[src/design/utf8d_pkg.sv]
// Shared widths and code point constants for the UTF-8 to UTF-32 decoder.
`default_nettype none
package utf8d_pkg;

    localparam int unsigned BYTE_W   = 8;
    localparam int unsigned CP_W     = 21;
    localparam int unsigned TDATA_W  = 24;
    localparam int unsigned MAX_RES  = 4;
    localparam int unsigned CNT_W    = 3;

    localparam logic [CP_W-1:0] CP_REPLACEMENT = 21'h00FFFD;
    localparam logic [CP_W-1:0] CP_END         = 21'h000000;

    // Lead byte prefixes
    localparam logic [2:0] LEAD2_PFX = 3'b110;
    localparam logic [3:0] LEAD3_PFX = 4'b1110;
    localparam logic [4:0] LEAD4_PFX = 5'b11110;

endpackage
`default_nettype wire

[src/design/utf8_to_utf32_decoder_core.sv]
// UTF-8 byte stream to UTF-32 code point decoder, top level.
// An accepted byte's first result is registered in the burst register and shows on the output in the next cycle.
// Throughput: one input word per cycle while each word gives at most one result and the
// output is not stalled; a word that gives more results holds the input side while the
// result burst register drains one word per cycle as the output takes them.
// Reset: synchronous, active low; clears the open sequence and empties the burst register.
`default_nettype none
module utf8_to_utf32_decoder_core (
    input  wire logic                          i_clk,
    input  wire logic                          i_rst_n,
    input  wire logic                          s_axis_tvalid,
    output logic                               s_axis_tready,
    input  wire logic [utf8d_pkg::BYTE_W-1:0]  s_axis_tdata,   // [7:0] byte_in
    output logic                               m_axis_tvalid,
    input  wire logic                          m_axis_tready,
    output logic [utf8d_pkg::TDATA_W-1:0]      m_axis_tdata,   // [20:0] code_point
    output logic                               m_axis_tlast,   // last_in_run
    output logic                               m_axis_tuser    // end_of_string
);
    import utf8d_pkg::*;

    // Decode state
    logic [1:0]        r_needed, n_needed;
    logic [1:0]        r_held,   n_held;
    logic [BYTE_W-1:0] r_h0, n_h0, r_h1, n_h1;
    logic [CP_W-1:0]   r_pv, n_pv;

    // Result burst register, entry 0 is on the output
    logic [CP_W-1:0]   r_bcp  [MAX_RES];
    logic              r_beos [MAX_RES];
    logic [CNT_W-1:0]  r_cnt;
    logic [CP_W-1:0]   n_bcp  [MAX_RES];
    logic              n_beos [MAX_RES];
    logic [CNT_W-1:0]  n_k;

    logic              w_accept;
    logic              w_pop;
    logic [BYTE_W-1:0] w_b;
    logic [CP_W-1:0]   w_pv_ext;

    assign w_b           = s_axis_tdata;
    assign m_axis_tvalid = (r_cnt != '0);
    assign w_pop         = m_axis_tvalid & m_axis_tready;
    assign s_axis_tready = (r_cnt == '0) || ((r_cnt == CNT_W'(1)) && m_axis_tready);
    assign w_accept      = s_axis_tvalid & s_axis_tready;

    assign m_axis_tdata  = {{(TDATA_W-CP_W){1'b0}}, r_bcp[0]};
    assign m_axis_tuser  = r_beos[0];
    assign m_axis_tlast  = (r_cnt == CNT_W'(1));

    assign w_pv_ext = {r_pv[CP_W-7:0], w_b[5:0]};

    always_comb begin
        n_needed = r_needed;
        n_held   = r_held;
        n_h0     = r_h0;
        n_h1     = r_h1;
        n_pv     = r_pv;
        n_k      = '0;
        for (int e = 0; e < MAX_RES; e++) begin
            n_bcp[e]  = CP_END;
            n_beos[e] = 1'b0;
        end

        if (r_needed != 2'd0) begin
            if (w_b != '0) begin
                n_needed = r_needed - 2'd1;
                if (r_needed == 2'd1) begin
                    n_bcp[n_k[1:0]] = w_pv_ext;
                    n_k             = n_k + CNT_W'(1);
                    n_held          = 2'd0;
                    n_pv            = '0;
                end else begin
                    n_pv = w_pv_ext;
                    // hold the continuation for a possible re-decode
                    if (r_held < 2'd2) begin
                        if (r_held == 2'd0) n_h0 = w_b;
                        else                n_h1 = w_b;
                        n_held = r_held + 2'd1;
                    end
                end
            end else begin
                // sequence cut short: lead is malformed, re-decode held bytes
                n_bcp[n_k[1:0]] = CP_REPLACEMENT;
                n_k             = n_k + CNT_W'(1);
                if (r_held != 2'd0) begin
                    if ((r_h0[7:5] == LEAD2_PFX) && (r_held == 2'd2)) begin
                        n_bcp[n_k[1:0]] = CP_W'({r_h0[4:0], r_h1[5:0]});
                        n_k             = n_k + CNT_W'(1);
                    end else begin
                        n_bcp[n_k[1:0]] = r_h0[7] ? CP_REPLACEMENT : CP_W'(r_h0);
                        n_k             = n_k + CNT_W'(1);
                        if (r_held == 2'd2) begin
                            n_bcp[n_k[1:0]] = r_h1[7] ? CP_REPLACEMENT : CP_W'(r_h1);
                            n_k             = n_k + CNT_W'(1);
                        end
                    end
                end
                n_bcp[n_k[1:0]]  = CP_END;
                n_beos[n_k[1:0]] = 1'b1;
                n_k              = n_k + CNT_W'(1);
                n_needed         = 2'd0;
                n_held           = 2'd0;
                n_pv             = '0;
            end
        end else if (w_b == '0) begin
            n_bcp[0]  = CP_END;
            n_beos[0] = 1'b1;
            n_k       = CNT_W'(1);
        end else if (!w_b[7]) begin
            n_bcp[0] = CP_W'(w_b);
            n_k      = CNT_W'(1);
        end else if (w_b[7:5] == LEAD2_PFX) begin
            n_needed = 2'd1;
            n_held   = 2'd0;
            n_pv     = CP_W'(w_b[4:0]);
        end else if (w_b[7:4] == LEAD3_PFX) begin
            n_needed = 2'd2;
            n_held   = 2'd0;
            n_pv     = CP_W'(w_b[3:0]);
        end else if (w_b[7:3] == LEAD4_PFX) begin
            n_needed = 2'd3;
            n_held   = 2'd0;
            n_pv     = CP_W'(w_b[2:0]);
        end else begin
            n_bcp[0] = CP_REPLACEMENT;
            n_k      = CNT_W'(1);
        end
    end

    always_ff @(posedge i_clk) begin
        if (!i_rst_n) begin
            r_needed <= '0;
            r_held   <= '0;
            r_pv     <= '0;
            r_cnt    <= '0;
        end else begin
            if (w_accept) begin
                r_needed <= n_needed;
                r_held   <= n_held;
                r_pv     <= n_pv;
                r_cnt    <= n_k;
            end else if (w_pop) begin
                r_cnt <= r_cnt - CNT_W'(1);
            end
        end
    end

    always_ff @(posedge i_clk) begin
        if (w_accept) begin
            r_h0 <= n_h0;
            r_h1 <= n_h1;
            for (int e = 0; e < MAX_RES; e++) begin
                r_bcp[e]  <= n_bcp[e];
                r_beos[e] <= n_beos[e];
            end
        end else if (w_pop) begin
            // advance the burst by one word
            for (int e = 0; e < MAX_RES - 1; e++) begin
                r_bcp[e]  <= r_bcp[e+1];
                r_beos[e] <= r_beos[e+1];
            end
        end
    end

endmodule
`default_nettype wire

[config.mk]
export PLATFORM = sky130hd
export DESIGN_NAME = utf8_to_utf32_decoder_core
export DESIGN_NICKNAME = d
export VERILOG_FILES = /design/src/design/utf8d_pkg.sv /design/src/design/utf8_to_utf32_decoder_core.sv
export SDC_FILE = /design/constraint.sdc
export NUM_CORES = 1
export LEC_CHECK = 0
export BUFFER_PORTS_ARGS = -buffer_cell sky130_fd_sc_hd__clkbuf_2
export CAP_MARGIN = 20
export CORE_MARGIN = 3
export CORE_UTILIZATION = 40
export CTS_BUF_LIST = sky130_fd_sc_hd__clkbuf_8
export DETAILED_ROUTE_END_ITERATION = 16
export GPL_ROUTABILITY_DRIVEN = 0
export PLACE_DENSITY = 0.57
export SYNTH_ARGS = -nofsm -noshare
export SYNTH_HDL_FRONTEND = slang
export SYNTH_SLANG_ARGS = --single-unit
[constraint.sdc]
create_clock -name i_clk -period 2.9 [get_ports i_clk]
set_input_delay 0.145 -clock i_clk [delete_from_list [all_inputs] [get_ports i_clk]]
set_output_delay 0.145 -clock i_clk [all_outputs]
set_load 0.05 [all_outputs]
==> parameters.txt, run 1 <==
Parameter                              Value

Outcome
  Run status ... completed

Drt
  ANT nets after route ... 0
  Total detailed-routing wirelength ... around 8800 um
  Final routed wire length divided by cell count ... about 18 um
  Starting DRT DRC Count ... 170
  Remaining DRCs ... 0
  Count of TritonRoute iterations in the first routing pass ... 5
  Routed via count ... 2788
  Via/cell ratio ... approximately 5.7

Hold path
  Path category of the worst min-delay check ... in2reg

STA
  Top achievable clock speed ... between 0.4 and 0.5 GHz
  Aggregate negative setup slack ... 0 ns
  Final Max Tran Viols ... 0
  Min cycle time layout ... roughly 2.3 ns
  Final Skew ... ~0.014 ns
  Worst Tran Pin Value ... ~0.6 ns
  Post-route fraction of the period consumed by the critical path ... between 70% and 80%
  Number of endpoints failing setup at the final stage ... 0
  Tightest slew margin relative to the limit ... around three fifths
  Number of hold-slack violations in the final timing report ... 0
  Unrepaired setup endpoints after global routing ... no
  Fin Hold WS ... roughly 0.13 ns

Clock tree
  TritonCTS clock tree ... yes
  Post_cts resized ... 0
  Number of CTS-inserted buffers ... 9
  Post-CTS Setup Repair Bufs ... 0
  Hold Buf Count CTS ... 0
  Clock Pin Slew Worst Setup and Hold Paths ... roughly 0.090 ns
  Cell at the root of the clock tree ... clkbuf_8
  Number of clock sinks ... a little over 80
  Longest Clk Path Bufs ... 2
  Insertion delay to the later sink of the worst-skew pair ... 0.35 ns
  H-tree levels ... 3

Logic synthesis
  Portion of synthesized cell area occupied by the leading cell type ... between 40% and 50%
  Top FF cell, synth ... edfxtp_1
  Unique masters post-synth ... 53
  Sequential cell area fraction in the yosys report ... about three fifths
  Area of the mapped netlist ... 3780 um^2
  Synth warn ... 0
  Gate count of the mapped netlist ... approximately 350
  Post-synth ARST share ... 0%
  Top cell types by occurrence after synthesis ... edfxtp_1, nand2_1, o21ai_0
  Ranking of synthesized cells by area ... edfxtp_1, dfxtp_1, o21ai_0
  Total of flip-flops plus latches after synthesis ... 83
  Cell with the most instances after synthesis ... edfxtp_1
  Average cell area after synthesis ... ~11 um^2
  Leading area contributor after synthesis ... edfxtp_1
  Number of enable-type register cells in the synthesized netlist ... between 60 and 70

Setup path
  Crit path required time ... 2.97 ns
  Cell family with the largest share of critical-path delay ... compound AO/OA/AOI/OAI gates
  Slowest cell delay on critical path ... around 0.5 ns
  Critical path's slowest cell ... o21a_1
  Worst Path Max Fanout ... 12
  Total buffers and inverters traversed by the critical path ... 1
  Series of cell instances along the critical path ... inv_1 > ha_1 > a21oi_1 > o21a_1 > or3_1 > o21ai_0
  Data arrival time of the critical path ... 2.38 ns
  CP startpoint kind ... flop
  Critical path class ... reg2reg
  Critical Path End Type ... flop

Global route
  Largest net degree at the start of global routing ... 28
  First-pass GRT wire length ... ~14000 um
  Global route total overflow ... 0
  Antenna violations before repair ... 0
  Via count of the first global-routing pass ... ~2700
  Global Route Usage Sum ... between 10% and 20%

Placed design
  Placed wire-length estimate ... ~6100 um
  Number of port buffers ... 36
  Placed instance count ... 476

Final layout
  Antenna cell count ... 0
  Footprint of the multi-input gates ... 1370 um^2
  Net count, final ... around 400
  Share of final-layout standard cells stronger than drive strength 1 ... about a fifth
  Number of fill cells in the layout ... between 800 and 900
  Non-filler cells, final ... 492
  Seq. cell area ... 2270 um^2
  Layout-stage area growth over the synthesis result ... 13.0%

Floorplanning
  Row Count ... 34
  IO Count ... 40
  Floorplan die width ... 103 um
  Area of the core ... about 8900 um^2
  Area enclosed by the die boundary ... 10700 um^2
  Starting Density ... 42.4%
  Chip height ... 103 um

Power and ir drop
  Leakage power total ... about 1.5 nW
  Power density over the cells ... 912 nW/um^2
  Worst VDD drop ... about 660 uV

Run
  Number of max-cap violations ... 0
-- final timing paths --
path | startpoint | endpoint | slack (ns) | depth (start not counted)
max reg2reg | r_cnt[0]$_SDFFE_PN0P_ | r_bcp[1][4]$_DFFE_PP_ | 0.59 | 6
min | s_axis_tdata[1] | r_h0[1]$_DFFE_PP_ | 0.13 | 1
min reg2reg | r_held[0]$_SDFFE_PN0P_ | r_held[0]$_SDFFE_PN0P_ | 0.46 | 2
max | r_cnt[0]$_SDFFE_PN0P_ | r_bcp[1][4]$_DFFE_PP_ | 0.59 | 6
-- state kept, by name, summed over array words and instances (netlist names) --
signal    flops
r_bcp        41
r_held        2
r_needed      2
r_cnt         3
r_beos        4
r_h0          8
r_h1          8
r_pv         15
-- layer usage --
layer	routed length, um	vias to the layer above	GRT usage (%)	part of all wire (%)
met5	0	-	0	0
met1	4230	1352	25.3	48
met3	480	12	4.29	5.4
li1	-	1346	-	-
met2	4000	78	26.4	45
met4	114	0	5.08	1.3
-- where the power goes --
part	internal, W	total, W	leakage (nW)	switching (W)
clock network	0.000503	0.000909	0.111	0.000406
registers	0.00158	0.00166	0.780	0.0000765
logic	0.000304	0.00133	0.620	0.00102
-- worst register-to-register path, stage by stage (launching register included) --
cell,delay (ns)
dfxtp_1,0.37
inv_1,0.08
ha_1,0.22
a21oi_1,0.21
o21a_1,0.50
or3_1,0.44
o21ai_0,0.22
-- logic make-up after synthesis --
logic type / count (synthesis) / synth area share (%)
other: 1 / 0.0991
muxes: 3 / 0.892
buffers and inverters: 33 / 4.10
and+or+nand+nor: 121 / 16.9
AOI/OAI and AO/OA: 97 / 15.4
adders and majority gates: 8 / 2.64
DFF: 83 / 60.0
-- layout make-up --
cell class	count	area share, %
Clock buffer	10	3.22
Clock inverter	6	1.93
Inverter	10	0.878
Multi-Input combinational cell	232	31.9
Sequential cell	83	53.1
Tap cell	108	3.16
Timing Repair Buffer	43	5.74
-- cell usage in the layout, fill, tap and decap left out, drive strengths merged, types with 3 or more instances in the layout --
cell	instances
nor2	27
clkbuf	46
mux2	3
o32ai	3
a21oi	32
nor3b	3
nor4	3
edfxtp	61
ha	8
buf	7
nand2	39
dfxtp	22
nand4	15
a211oi	3
nor3	4
conb	3
o21ai	35
o22ai	6
o211ai	3
nand2b	4
or4	3
nand3	8
o21a	3
and2	6
inv	11
nor2b	3
-- through the flow --
stage          utilization, %  power, W  cell area (um^2)  setup slack (ns)
3_5_place_dp             45.4   0.00302              4060             0.637
2_1_floorplan               -   0.00267              3790             0.327
3_3_place_gp             45.4   0.00301              4060             0.674
5_1_grt                  47.9   0.00411              4280             0.420
4_1_cts                  47.9   0.00393              4280             0.615
6_report                 47.9   0.00390              4280             0.589
Power figures use the tool's default switching activity.
==> run 2, diff against run 1 <==
- PLACE_DENSITY: 0.57 -> 0.59
- clock period: 2.9 -> 1.9 ns (I/O delays scaled with it)
==> run 2 against run 1 <==
Clock power increased by 49%. Utilization increased by 3.3 points. Register-to-register slack got worse by 0.52 ns. Cell area increased by 6.8%. Critical path depth unchanged. Sequential cell count unchanged. Die area unchanged.
==> parameters.txt, run 2 (synthesis gave the netlist of run 1 again) <==
Parameter                              Value

Outcome
  Run status ... completed

Global route
  Largest net degree at the start of global routing ... 38
  Global route total overflow ... 0
  Global Route Usage Sum ... a little under a fifth
  First-pass GRT wire length ... 14700 um
  Antenna violations before repair ... 0
  Via count of the first global-routing pass ... between 2000 and 3000

STA
  Unrepaired setup endpoints after global routing ... no
  Final Skew ... 0.0130 ns
  Number of endpoints failing setup at the final stage ... 0
  Worst setup slack after layout ... between 0.06 and 0.07 ns
  Number of hold-slack violations in the final timing report ... 0
  Min cycle time layout ... about 1.8 ns
  Fin Hold WS ... approximately 0.033 ns
  Final Max Tran Viols ... 0
  Post-route fraction of the period consumed by the critical path ... roughly 97%
  Top achievable clock speed ... 0.545 GHz

Final layout
  Share of final-layout standard cells stronger than drive strength 1 ... 28.5%
  Number of flip-flops under the largest register name ... 41
  Largest Register ... r_bcp
  Antenna cell count ... 0
  Number of fill cells in the layout ... around 810
  Net count, final ... between 400 and 500
  Largest registers ... r_bcp (41), r_pv (15)
  Seq. cell area ... roughly 2300 um^2
  Most common cell after layout, fill and taps aside ... edfxtp_1
  Commonest non-fill, non-tap cells in the layout ... edfxtp_1, nand2_1, clkbuf_2, buf_4, o21ai_0
  Layout-stage area growth over the synthesis result ... 20.7%
  Final design area excluding fillers ... ~4600 um^2
  Footprint of the multi-input gates ... 1430 um^2

Floorplanning
  Area of the core ... ~8900 um^2
  Chip height ... 103 um
  IO Count ... 40
  Starting Density ... between 40% and 50%
  Floorplan die width ... a little over 100 um
  Row Count ... 34
  Area enclosed by the die boundary ... approximately 11000 um^2

Drt
  Via/cell ratio ... about 5.5
  Final routed wire length divided by cell count ... 17.3 um
  Met3 routed WL ... approximately 490 um
  ANT nets after route ... 0
  Uppermost signal routing layer after detailed routing ... met4
  Routed via count ... approximately 2900
  Total detailed-routing wirelength ... between 9000 and 10000 um
  Count of TritonRoute iterations in the first routing pass ... 4
  Routed length on met2 ... approximately 4000 um
  Metal-1 WL ... ~4300 um
  Starting DRT DRC Count ... around 190
  Remaining DRCs ... 0

Setup path
  CP startpoint kind ... flop
  Worst R2R Start ... r_needed[0]$_SDFFE_PN0P_
  Origin of the worst setup path ... r_needed[0]$_SDFFE_PN0P_
  Worst Path Max Fanout ... 7
  Cell repeated most along the worst path ... inv_1
  Path depth of the worst reg2reg path ... 6
  Series of cell instances along the critical path ... inv_1 > ha_1 > inv_1 > nand3_2 > or4_4 > nor3b_2
  Critical path's slowest cell ... or4_4
  R2R Path End ... r_bcp[2][1]$_SDFFCE_PP0P_
  Register-to-register setup slack ... about 0.064 ns
  Crit path required time ... roughly 2.1 ns
  Critical path class ... reg2reg
  Slowest cell delay on critical path ... 0.58 ns
  Data arrival time of the critical path ... just over 2 ns
  Critical Path End Type ... flop

Clock tree
  Insertion delay to the later sink of the worst-skew pair ... 0.35 ns
  Number of clock sinks ... a little over 80
  TritonCTS clock tree ... yes
  Post-CTS Setup Repair Bufs ... 0
  Longest Clk Path Bufs ... 2
  Hold Buf Count CTS ... 0
  Number of CTS-inserted buffers ... 9
  Clock Pin Slew Worst Setup and Hold Paths ... about 0.08 ns
  H-tree levels ... 3
  Cell at the root of the clock tree ... clkbuf_8

Placed design
  Placement-stage worst setup slack ... -0.0787 ns
  Placed cell areas ... about 4300 um^2
  Placed wire-length estimate ... between 6000 and 7000 um
  Number of port buffers ... 36

Hold path
  Path category of the worst min-delay check ... in2reg
  Worst hold path endpoint ... r_h1[0]$_DFFE_PP_
  Worst Hold Depth ... 1
  Launch point of the worst hold path ... s_axis_tdata[0]

Power and ir drop
  Worst VDD drop ... between 700 and 800 uV
  Power density over the cells ... ~1300 nW/um^2
  Leakage power total ... approximately 1.7 nW

Run
  Number of max-cap violations ... 0
==> run 2: changes by cell type in the layout (fill, tap and decap cells not counted), sizes merged <==
| cell | before | now |
|---|---|---|
| buf | 7 | 37 |
| clkbuf | 46 | 45 |
| clkinv | 1 | 4 |
| clkinvlp | 2 | 0 |
==> run 2: cell type report <==
class	instances	share of cell area, %
Tap cell	108	2.96
Timing Repair Buffer	73	10.4
Clock inverter	7	1.89
Inverter	10	0.877
Sequential cell	83	49.8
Clock buffer	9	2.71
Multi-Input combinational cell	232	31.3
==> run 2: worst max path at each step <==
stage                                      endpoint  slack, ns  cells after the start
final                     r_bcp[2][1]$_SDFFCE_PP0P_       0.06                      6
after global routing      r_bcp[2][0]$_SDFFCE_PP0P_      0.002                      4
after CTS                         r_h1[2]$_DFFE_PP_       0.04                      7
after detailed placement      r_bcp[1][3]$_DFFE_PP_      -0.08                      6
after global placement        r_bcp[1][3]$_DFFE_PP_      -0.08                      6
after floorplan                   r_h1[0]$_DFFE_PP_      -0.13                      7
==> run 2: report_power, final <==
| part | switching, W | internal (W) | total, W |
|---|---|---|---|
| Clock | 0.000625 | 0.000729 | 0.00135 |
| Combinational | 0.00161 | 0.000616 | 0.00223 |
| Sequential | 0.000124 | 0.00242 | 0.00255 |
==> run 2: metal layers <==
| layer | vias to the layer above | GRT usage, % |
|---|---|---|
| met1 | 1360 | 25.9 |
| met3 | 9 | 4.90 |
| met2 | 93 | 27.1 |
| met5 | - | 0 |
| li1 | 1409 | - |
| met4 | 0 | 6.27 |
==> run 2: per-stage QoR <==
step           TNS, ns  power, W  std cells  util [%]
3_5_place_dp    -0.412   0.00481        506      48.6
4_1_cts              0   0.00615        522      51.0
3_3_place_gp    -0.223   0.00480        506      48.6
5_1_grt              0   0.00646        522      51.1
2_1_floorplan    -1.02   0.00417        348         -
6_report             0   0.00613        522      51.1
==> run 2: timing repair <==
action	4_1_cts	5_1_grt
pin swaps	0	1
cloned	0	0
endpoints found under the setup margin	12	33
gates resized for setup	1	7
==> run 2: critical path: cells and delay by family (launching register included) <==
kind          cells  cell delay, ns
simple gates      3            0.88
flops             1            0.35
fa+ha+maj         1            0.24
buf+inv           2            0.21
